`src/hdl/kdar_pkg.sv`:
```
// types and constants shared by the keypad debounce / auto-repeat block
// no dependencies; imported by kdar_scan and the top level
package kdar_pkg;

  localparam int NUM_BTN     = 4;
  localparam int CODE_W      = 8;
  localparam int COUNT_W     = 10;
  localparam int TAG_W       = 2;
  localparam int WORD_W      = 18;
  localparam int PAD_W       = WORD_W - TAG_W - CODE_W;
  localparam int ENTRY_W     = TAG_W + CODE_W;
  localparam int LEVEL_W     = 4;
  localparam int CFG_IDX_W   = 8;
  localparam int IN_TDATA_W  = 8;
  localparam int OUT_TDATA_W = 24;
  localparam int NUM_BANK    = 4;
  localparam int BANK_SEL_W  = 2;
  localparam int OQ_DEPTH    = 3;
  localparam int OQ_IDX_W    = 2;

  localparam logic [COUNT_W-1:0] ARM_COUNT  = 10'd2;
  localparam logic [COUNT_W-1:0] LONG_COUNT = 10'd200;
  localparam logic [COUNT_W-1:0] FAST_COUNT = 10'd500;
  localparam logic [COUNT_W-1:0] FOLD_COUNT = 10'd550;

  localparam logic ACT_TICK = 1'b0;
  localparam logic ACT_POP  = 1'b1;

  typedef enum logic [1:0] {
    MODE_IDLE    = 2'd0,
    MODE_PRESSED = 2'd1,
    MODE_LONG    = 2'd2
  } mode_e;

  // upper bits of the event word: 0x10000 slow repeat, 0x20000 fast repeat
  typedef enum logic [TAG_W-1:0] {
    TAG_NONE = 2'b00,
    TAG_SLOW = 2'b01,
    TAG_FAST = 2'b10
  } tag_e;

  typedef struct packed {
    logic              vld;
    tag_e              tag;
    logic [CODE_W-1:0] code;
  } evt_t;

  typedef struct packed {
    logic               has;
    logic [WORD_W-1:0]  word;
    logic [LEVEL_W-1:0] level;
    logic               drop;
  } result_t;

  // index add that wraps at the output queue depth
  function automatic logic [OQ_IDX_W-1:0] oq_idx(input logic [OQ_IDX_W-1:0] a,
                                                 input logic [OQ_IDX_W-1:0] b);
    logic [OQ_IDX_W:0] sum;
    sum = {1'b0, a} + {1'b0, b};
    if (sum >= (OQ_IDX_W + 1)'(OQ_DEPTH)) begin
      sum = sum - (OQ_IDX_W + 1)'(OQ_DEPTH);
    end
    return sum[OQ_IDX_W-1:0];
  endfunction

endpackage

```
`src/hdl/kdar_scan.sv`:
```
// per-button debounce and auto-repeat next-state logic for one scan tick
// depends on kdar_pkg
module kdar_scan import kdar_pkg::*; (
  input  logic               held_i,
  input  mode_e              mode_i,
  input  logic [COUNT_W-1:0] count_i,
  input  logic [CODE_W-1:0]  code_i,
  output mode_e              mode_o,
  output logic [COUNT_W-1:0] count_o,
  output evt_t               evt_o
);

  logic [COUNT_W-1:0] inc;

  always_comb begin
    inc         = count_i + COUNT_W'(1);
    mode_o      = mode_i;
    count_o     = inc;
    evt_o.vld   = 1'b0;
    evt_o.tag   = TAG_NONE;
    evt_o.code  = code_i;
    if (held_i) begin
      case (mode_i)
        MODE_PRESSED: begin
          if (inc >= LONG_COUNT) begin
            mode_o  = MODE_LONG;
            count_o = '0;
          end
        end
        MODE_LONG: begin
          if (inc < FAST_COUNT) begin
            // multiples of 100 below 500
            if (inc inside {10'd0, 10'd100, 10'd200, 10'd300, 10'd400}) begin
              evt_o.vld = 1'b1;
              evt_o.tag = TAG_SLOW;
            end
          end else begin
            // multiples of 50 from 500 up
            if (inc inside {10'd500, 10'd550, 10'd600, 10'd650, 10'd700, 10'd750,
                            10'd800, 10'd850, 10'd900, 10'd950, 10'd1000}) begin
              evt_o.vld = 1'b1;
              evt_o.tag = TAG_FAST;
            end
            if (inc >= FOLD_COUNT) begin
              count_o = FAST_COUNT;
            end
          end
        end
        default: begin
          // idle, and the unused code decodes as idle
          if (inc > ARM_COUNT && inc < LONG_COUNT) begin
            mode_o = MODE_PRESSED;
          end else begin
            mode_o = MODE_IDLE;
          end
        end
      endcase
    end else begin
      // short press reported on release; a zero code gives no event
      if (mode_i == MODE_PRESSED) begin
        evt_o.vld = (code_i != '0);
      end
      mode_o  = MODE_IDLE;
      count_o = '0;
    end
  end

endmodule

```
`src/hdl/keypad_debounce_autorepeat_fifo_top.sv`:
```
// four-button debounce with auto-repeat, event queue in four banked memories
// depends on kdar_pkg and kdar_scan
//
// Use: the s_axis channel carries one item per beat. tuser = 0 is a scan tick,
// tdata[3:0] giving the held buttons; tuser = 1 pops the oldest queued event.
// Every item gives exactly one result beat on m_axis: tuser = has_event, tdata
// holds the event word, the queue level after the item and the dropped flag.
// Configuration writes on the cfg channel (always ready) set the key code of
// button cfg_index_i; indexes beyond 3 are ignored. Write only while idle.
// Throughput is one item per cycle while s_axis_tready is high: a tick may queue
// up to four events at once, one into each memory bank, and a pop is one
// synchronous read. A result passes through the bank read and read-stage
// registers, then into the three-entry result queue that drives m_axis.
// When the receiver stalls, up to three results wait in the result queue and
// s_axis_tready falls until room returns; nothing is lost.
// Reset clears button states, queue pointers and the result queue and loads
// key codes 1..4. The event queue holds FIFO_DEPTH-1 events; an event that
// finds it full is discarded and flagged as dropped.
module keypad_debounce_autorepeat_fifo_top import kdar_pkg::*; #(
  parameter int FIFO_DEPTH = 16
) (
  input  logic                   clk_i,
  input  logic                   rst_ni,
  input  logic                   s_axis_tvalid,
  output logic                   s_axis_tready,
  input  logic [IN_TDATA_W-1:0]  s_axis_tdata,   // [3:0] pressed_mask
  input  logic                   s_axis_tuser,   // [0] action
  output logic                   m_axis_tvalid,
  input  logic                   m_axis_tready,
  output logic [OUT_TDATA_W-1:0] m_axis_tdata,   // [17:0] event_word, [21:18] fifo_level,
                                                 // [22] dropped
  output logic                   m_axis_tuser,   // [0] has_event
  input  logic                   cfg_valid_i,
  output logic                   cfg_ready_o,
  input  logic [CFG_IDX_W-1:0]   cfg_index_i,
  input  logic [CODE_W-1:0]      cfg_data_i
);

  localparam int CNT_W      = $clog2(FIFO_DEPTH);
  localparam int BANK_ROWS  = (FIFO_DEPTH + NUM_BANK - 1) / NUM_BANK;
  localparam int BANK_AW    = (BANK_ROWS <= 2) ? 1 : $clog2(BANK_ROWS);
  localparam int BANK_DEPTH = 2 ** BANK_AW;
  localparam int PTR_W      = BANK_AW + BANK_SEL_W;

  logic [CODE_W-1:0]  code_q  [NUM_BTN];
  mode_e              mode_q  [NUM_BTN];
  logic [COUNT_W-1:0] count_q [NUM_BTN];
  mode_e              mode_n  [NUM_BTN];
  logic [COUNT_W-1:0] count_n [NUM_BTN];
  evt_t               evt     [NUM_BTN];

  logic [PTR_W-1:0] wp_q, wp_d, rp_q, rp_d;
  logic [CNT_W-1:0] cnt_q, cnt_d;

  logic in_fire, is_pop, tick_fire, pop_fire, out_fire;

  // push allocation
  logic [CNT_W-1:0]   run;
  logic [2:0]         rank;
  logic [PTR_W-1:0]   slot;
  logic               drop;
  logic [NUM_BANK-1:0] bank_we;
  logic [BANK_AW-1:0] bank_waddr [NUM_BANK];
  logic [ENTRY_W-1:0] bank_wdata [NUM_BANK];
  logic [ENTRY_W-1:0] bank_rdata_q [NUM_BANK];
  logic [BANK_AW-1:0] raddr;

  // read stage
  logic                  s1_valid_q;
  logic                  s1_has_q;
  logic [BANK_SEL_W-1:0] s1_bank_q;
  logic [LEVEL_W-1:0]    s1_level_q;
  logic                  s1_drop_q;
  logic [ENTRY_W-1:0]    s1_entry;
  result_t               s1_res;

  // result queue
  result_t             oq_q [OQ_DEPTH];
  logic [OQ_IDX_W-1:0] oq_head_q, oq_head_d, oq_tail;
  logic [OQ_IDX_W-1:0] oq_cnt_q, oq_cnt_d;

  assign in_fire   = s_axis_tvalid & s_axis_tready;
  assign is_pop    = (s_axis_tuser == ACT_POP);
  assign tick_fire = in_fire & ~is_pop;
  assign pop_fire  = in_fire & is_pop & (cnt_q != '0);
  assign out_fire  = m_axis_tvalid & m_axis_tready;

  assign cfg_ready_o = 1'b1;

  always_ff @(posedge clk_i or negedge rst_ni) begin
    if (!rst_ni) begin
      for (int b = 0; b < NUM_BTN; b++) begin
        code_q[b] <= CODE_W'(b + 1);
      end
    end else if (cfg_valid_i && cfg_index_i < CFG_IDX_W'(NUM_BTN)) begin
      code_q[cfg_index_i[1:0]] <= cfg_data_i;
    end
  end

  for (genvar g = 0; g < NUM_BTN; g++) begin : g_btn
    kdar_scan u_scan (
      .held_i  (s_axis_tdata[g]),
      .mode_i  (mode_q[g]),
      .count_i (count_q[g]),
      .code_i  (code_q[g]),
      .mode_o  (mode_n[g]),
      .count_o (count_n[g]),
      .evt_o   (evt[g])
    );
  end

  always_ff @(posedge clk_i or negedge rst_ni) begin
    if (!rst_ni) begin
      for (int b = 0; b < NUM_BTN; b++) begin
        mode_q[b]  <= MODE_IDLE;
        count_q[b] <= '0;
      end
    end else if (tick_fire) begin
      for (int b = 0; b < NUM_BTN; b++) begin
        mode_q[b]  <= mode_n[b];
        count_q[b] <= count_n[b];
      end
    end
  end

  // events take consecutive slots in button order; each lands in its own bank
  always_comb begin
    run     = cnt_q;
    rank    = '0;
    slot    = wp_q;
    drop    = 1'b0;
    bank_we = '0;
    for (int k = 0; k < NUM_BANK; k++) begin
      bank_waddr[k] = '0;
      bank_wdata[k] = '0;
    end
    for (int k = 0; k < NUM_BTN; k++) begin
      if (evt[k].vld) begin
        if (run < CNT_W'(FIFO_DEPTH - 1)) begin
          slot = wp_q + PTR_W'(rank);
          bank_we[slot[BANK_SEL_W-1:0]]    = 1'b1;
          bank_waddr[slot[BANK_SEL_W-1:0]] = slot[PTR_W-1:BANK_SEL_W];
          bank_wdata[slot[BANK_SEL_W-1:0]] = {evt[k].tag, evt[k].code};
          run  = run + CNT_W'(1);
          rank = rank + 3'd1;
        end else begin
          drop = 1'b1;
        end
      end
    end
  end

  always_comb begin
    wp_d  = wp_q;
    rp_d  = rp_q;
    cnt_d = cnt_q;
    if (tick_fire) begin
      wp_d  = wp_q + PTR_W'(rank);
      cnt_d = run;
    end else if (pop_fire) begin
      rp_d  = rp_q + PTR_W'(1);
      cnt_d = cnt_q - CNT_W'(1);
    end
  end

  always_ff @(posedge clk_i or negedge rst_ni) begin
    if (!rst_ni) begin
      wp_q  <= '0;
      rp_q  <= '0;
      cnt_q <= '0;
    end else begin
      wp_q  <= wp_d;
      rp_q  <= rp_d;
      cnt_q <= cnt_d;
    end
  end

  assign raddr = rp_q[PTR_W-1:BANK_SEL_W];

  for (genvar g = 0; g < NUM_BANK; g++) begin : g_bank
    logic [ENTRY_W-1:0] mem [BANK_DEPTH];
    always_ff @(posedge clk_i) begin
      if (tick_fire && bank_we[g]) begin
        mem[bank_waddr[g]] <= bank_wdata[g];
      end
      bank_rdata_q[g] <= mem[raddr];
    end
  end

  always_ff @(posedge clk_i or negedge rst_ni) begin
    if (!rst_ni) begin
      s1_valid_q <= 1'b0;
    end else begin
      s1_valid_q <= in_fire;
    end
  end

  always_ff @(posedge clk_i) begin
    if (in_fire) begin
      s1_has_q   <= pop_fire;
      s1_bank_q  <= rp_q[BANK_SEL_W-1:0];
      s1_level_q <= LEVEL_W'(cnt_d);
      s1_drop_q  <= tick_fire & drop;
    end
  end

  assign s1_entry = bank_rdata_q[s1_bank_q];

  always_comb begin
    s1_res.has   = s1_has_q;
    s1_res.word  = '0;
    s1_res.level = s1_level_q;
    s1_res.drop  = s1_drop_q;
    if (s1_has_q) begin
      s1_res.word = {s1_entry[ENTRY_W-1 -: TAG_W], {PAD_W{1'b0}}, s1_entry[CODE_W-1:0]};
    end
  end

  // result queue: room is reserved for the beat in the read stage
  assign oq_tail       = oq_idx(oq_head_q, oq_cnt_q);
  assign m_axis_tvalid = (oq_cnt_q != '0);
  assign s_axis_tready = ({1'b0, oq_cnt_q} + (OQ_IDX_W + 1)'(s1_valid_q))
                         < (OQ_IDX_W + 1)'(OQ_DEPTH);

  always_comb begin
    oq_head_d = oq_head_q;
    oq_cnt_d  = oq_cnt_q;
    if (out_fire) begin
      oq_head_d = oq_idx(oq_head_q, OQ_IDX_W'(1));
    end
    if (s1_valid_q && !out_fire) begin
      oq_cnt_d = oq_cnt_q + OQ_IDX_W'(1);
    end else if (!s1_valid_q && out_fire) begin
      oq_cnt_d = oq_cnt_q - OQ_IDX_W'(1);
    end
  end

  always_ff @(posedge clk_i or negedge rst_ni) begin
    if (!rst_ni) begin
      oq_head_q <= '0;
      oq_cnt_q  <= '0;
    end else begin
      oq_head_q <= oq_head_d;
      oq_cnt_q  <= oq_cnt_d;
    end
  end

  always_ff @(posedge clk_i) begin
    if (s1_valid_q) begin
      oq_q[oq_tail] <= s1_res;
    end
  end

  assign m_axis_tuser = oq_q[oq_head_q].has;
  assign m_axis_tdata = {1'b0, oq_q[oq_head_q].drop, oq_q[oq_head_q].level,
                         oq_q[oq_head_q].word};

  a_cnt_cap: assert property (@(posedge clk_i) disable iff (!rst_ni)
    cnt_q <= CNT_W'(FIFO_DEPTH - 1))
    else $error("event queue count above capacity");

  a_ptr_gap: assert property (@(posedge clk_i) disable iff (!rst_ni)
    (wp_q - rp_q) == PTR_W'(cnt_q))
    else $error("queue pointers disagree with count");

  a_oq_room: assert property (@(posedge clk_i) disable iff (!rst_ni)
    s1_valid_q |-> (oq_cnt_q < OQ_IDX_W'(OQ_DEPTH)) || m_axis_tready)
    else $error("result queue overflow");

  a_pop_dec: assert property (@(posedge clk_i) disable iff (!rst_ni)
    pop_fire |=> cnt_q == $past(cnt_q) - CNT_W'(1))
    else $error("pop did not take one event");

endmodule

```
`config.mk`:
```
export PLATFORM = sky130hd
export DESIGN_NAME = keypad_debounce_autorepeat_fifo_top
export DESIGN_NICKNAME = d
export VERILOG_FILES = /design/src/hdl/kdar_pkg.sv /design/src/hdl/kdar_scan.sv /design/src/hdl/keypad_debounce_autorepeat_fifo_top.sv
export SDC_FILE = /design/constraint.sdc
export NUM_CORES = 1
export LEC_CHECK = 0
export ABC_AREA = 1
export BUFFER_PORTS_ARGS = -buffer_cell sky130_fd_sc_hd__buf_2
export CAP_MARGIN = 25
export CORE_MARGIN = 5
export CORE_UTILIZATION = 45
export CTS_BUF_LIST = sky130_fd_sc_hd__clkbuf_2
export DETAILED_ROUTE_END_ITERATION = 8
export SYNTH_ARGS = -nofsm -noshare
export SYNTH_HDL_FRONTEND = slang
export SYNTH_SLANG_ARGS = --single-unit
export TNS_END_PERCENT = 5
```
`constraint.sdc`:
```
create_clock -name clk_i -period 15.4 [get_ports clk_i]
set_clock_uncertainty 0.1 [all_clocks]
set_input_delay 0.77 -clock clk_i [delete_from_list [all_inputs] [get_ports clk_i]]
set_output_delay 0.77 -clock clk_i [all_outputs]
set_load 0.1 [all_outputs]
```
==> results by group <==
Setup path
  – Critical-path top delay cell: nor2_1
  – CP max stage delay: 0.79 ns
  – CP max FO: 12
  – Most common cell on crit path: inv_1
  – Startpoint Class: flop
  – Kind of end point of the critical path: flop
  – WP data required: 15.97 ns
  – R2r startpoint: count_q[30]
  – Worst path arrival time: 7.97 ns
  – Kind of critical path: reg2reg
  – CP startpoint: count_q[30]

Timing
  – Max_slew headroom: 30.80%
  – Setup-failing EPs final: 0
  – Final Cycle Share: 48.05%
  – Final count of pins violating max slew: 0
  – Post-route setup TNS: 0 ns
  – Period minus WS final: 7.399 ns
  – Least-Margin Pin Slew: 1.034 ns
  – RSZ-0062 raised after global routing: no
  – Hold Fails Final Rpt: 0
  – Max frequency: 135.2 MHz

Synthesis
  – Register area share after synthesis: 49.67%
  – Async SR Flop Fraction: 27.32%
  – Synth area leaders: edfxtp_1 (33%), dfrtp_1 (12%), nand2_1 (8.9%), o21ai_0 (6.6%), nor2_1 (5.7%)
  – Synth Cell Area: 19650 sq um
  – Top FF cell, synth: edfxtp_1
  – Most frequent cell after synthesis: nand2_1
  – Post-synth top cells: nand2_1 (466), nor2_1 (300), o21ai_0 (259), edfxtp_1 (216), inv_1 (215)
  – Synth warnings: 0
  – Synth cell types: 63
  – EDFF count, synth: 216
  – Syn avg cell area: 8.377 sq um
  – Mapped Cells: 2346
  – Synth area leader: edfxtp_1
  – Yosys top cell area share: 33.00%
  – #FFs+latches synth: 355

Routing
  – Routed vias/inst: 5.337
  – Vias after detailed routing: 16600
  – Initial DRC count: 1285
  – First-pass DRT Iterations: 6
  – Remaining routing DRC violations: 0
  – Final ANT Viol Nets: 0
  – Final routed wirelength across all metal layers: 52000 microns
  – Wire length per cell: 16.72 microns

Power
  – Combinational fraction of design power: 45.8%
  – P_sw: 1.904 mW
  – Pwr dens: 182.0 nW/um^2
  – P_leak: 9.178 nW
  – Pwr Total: 3.909 mW
  – Worst vdd ir: 0.0002161 V
  – Total internal power: 2.005 mW
  – Net Sw Frac: 48.70%
  – Clock share of power: 17.6%
  – Flop pwr share: 36.6%

Global route
  – Initial antenna violation count: 2
  – Met2 Usage GRT: 35.55%
  – Met1 Track Usage GR: 28.75%
  – Largest net degree at the start of global routing: 82
  – GRT overflow: 0
  – Top Usage Layer GRT: met2
  – Vias in the first global route: 15580
  – Met3 GRT Util: 3.835%
  – Total GRT Usage: 21.57%
  – First-pass GRT wire length: 82780 microns

Clock tree
  – Root buffer cell: clkbuf_2
  – H-tree depth: 3
  – Bufs on Longest Clock Path: 3
  – CTS tree: built
  – Clk sink count: 355
  – Cts repair resizes: 0
  – Insertion delay to the later sink of the worst-skew pair: 1.09 ns
  – Total CTS buffers: 92
  – Reg clk slew, reported paths: 0.12 ns

Die
  – Die area: 47950 sq um
  – Die H: 219.0 microns
  – # rows: 76
  – Number of I/O pins: 58
  – CORE AREA: 43170 sq um
  – Starting density of the core: 45.52%
  – Die W: 219.0 microns

Hold path
  – Hold Path Origin: cfg_index_i[0]
  – Hold Crit Class: in2reg

Placed design
  – I/O Buffers: 43
  – GP Congestion: 0.9202
  – Cell count after placement: 2914
  – Dpl hpwl: 36740 microns

Finish
  – Fill count: 4275
  – Area grow syn2layout: 9.257%
  – Finished Layout Cells: 3110
  – Layout cells sized above 1: 13.53%
  – Fin nets: 2521

Outcome
  – Status: finished, final reports clean

Run
  – Total of max-cap violations: 0
metrics by stage:
step	area (sq um)	util, %	hold WS (ns)	setup WS, ns
2_1_floorplan	19680	-	0.3192	9.457
3_3_place_gp	20320	47.08	0.3406	8.101
3_5_place_dp	20340	47.12	0.3383	7.998
4_1_cts	21440	49.66	0.1128	7.904
5_1_grt	21470	49.74	0.1244	7.356
6_report	21470	49.74	0.2186	8.001
cell usage in the layout, fill, tap and decap left out, types with 5 or more instances in the layout:
cell type / instances
nand2_1: 466
nor2_1: 297
o21ai_0: 259
edfxtp_1: 216
inv_1: 215
nand3_1: 193
clkbuf_2: 151
dfrtp_1: 91
a21oi_1: 69
o22ai_1: 67
ha_1: 43
dfxtp_1: 42
buf_2: 42
o21ai_1: 39
nand4_1: 37
nand2_2: 34
buf_4: 22
dlygate4sd3_1: 18
nor3_1: 17
xor2_1: 16
nor4_1: 15
nor2_2: 12
o21ai_2: 12
clkinv_1: 12
conb_1: 10
nand3_2: 8
xnor2_1: 8
nand2_4: 7
inv_2: 7
nand3_4: 7
o211ai_1: 7
diode_2: 5
a211oi_1: 5
dfstp_2: 5
cell families (layout without fill, tap and decap cells):
group           Yosys count  count (layout)  share of synthesized area (%)
other cells               2              15                        0.03821
compound gates          490             490                          13.87
flops                   355             355                          49.67
xor+xnor                 24              24                          1.070
buf+inv                 313             479                          6.628
simple gates           1113            1113                          25.48
mux                       2               2                         0.1019
fa+ha+maj                47              47                          3.145
final cells by class:
class / instances / area (sq um) / area share, %
clock buffers: 151 / 755.7 / 3.520
inverters: 226 / 853.3 / 3.974
diodes: 5 / 12.51 / 0.05827
flip-flops and latches: 355 / 9762 / 45.46
multi-input cells: 1686 / 8632 / 40.20
repair buffers: 83 / 566.8 / 2.640
clock inverters: 19 / 157.7 / 0.7342
well taps: 585 / 732.0 / 3.409
registers in the layout, summed over array words and instances, names as in the netlist, named ones only:
signal	cells
oq_cnt_q	2
bank_rdata_q	40
s1_bank_q	2
s1_level_q	4
oq_head_q	2
s1_valid_q	1
s1_has_q	1
code_q	32
cnt_q	4
s1_drop_q	1
count_q	40
rp_q	4
oq_q	48
wp_q	4
g_bank.mem	160
mode_q	8
critical path, delay by kind of cell (launching register included):
| kind | cells | cell delay, ns |
|---|---|---|
| and+or+nand+nor | 21 | 3.34 |
| adders and majority gates | 5 | 1.60 |
| DFF | 1 | 0.54 |
| buffers and inverters | 6 | 0.53 |
| xor gates and xnor gates | 1 | 0.21 |
| AOI/OAI and AO/OA | 3 | 0.64 |
final timing paths:
| kind | end | slack (ns) | cells past startpoint |
|---|---|---|---|
| worst max-delay path | g_bank[0].mem[0][6] | 8.00 | 36 |
| worst min-delay path | code_q[2] | 0.22 | 3 |
| worst max register to register | g_bank[0].mem[0][6] | 8.00 | 36 |
| worst min register to register | flop | 0.38 | 2 |
| max in group asynchronous | rp_q[2] | 13.12 | 4 |
| min in group asynchronous | count_q[28] | 0.55 | 3 |
routing by layer:
metal | share of wire, % | vias up | routed length (microns)
met4 | 2.7 | 0 | 1391
met5 | 0 | - | 0
met2 | 48 | 455 | 24750
met3 | 5.1 | 98 | 2641
li1 | - | 8257 | -
met1 | 45 | 7789 | 23220
repair_timing:
action                                  4_1_cts  5_1_grt
hold buffers                                 18        0
endpoints found under the setup margin        0        0
hold endpoints to repair                     80        0
setup buffers                                 0        0
power groups by stage:
stage | Sequential (mW) | Combinational (mW) | Clock, mW
after floorplan | 1.38 | 1.41 | 0
after global placement | 1.45 | 1.75 | 0
after detailed placement | 1.45 | 1.78 | 0
after CTS | 1.43 | 1.79 | 0.717
after global routing | 1.46 | 1.98 | 0.775
final | 1.43 | 1.79 | 0.690
Power figures use the tool's default switching activity.
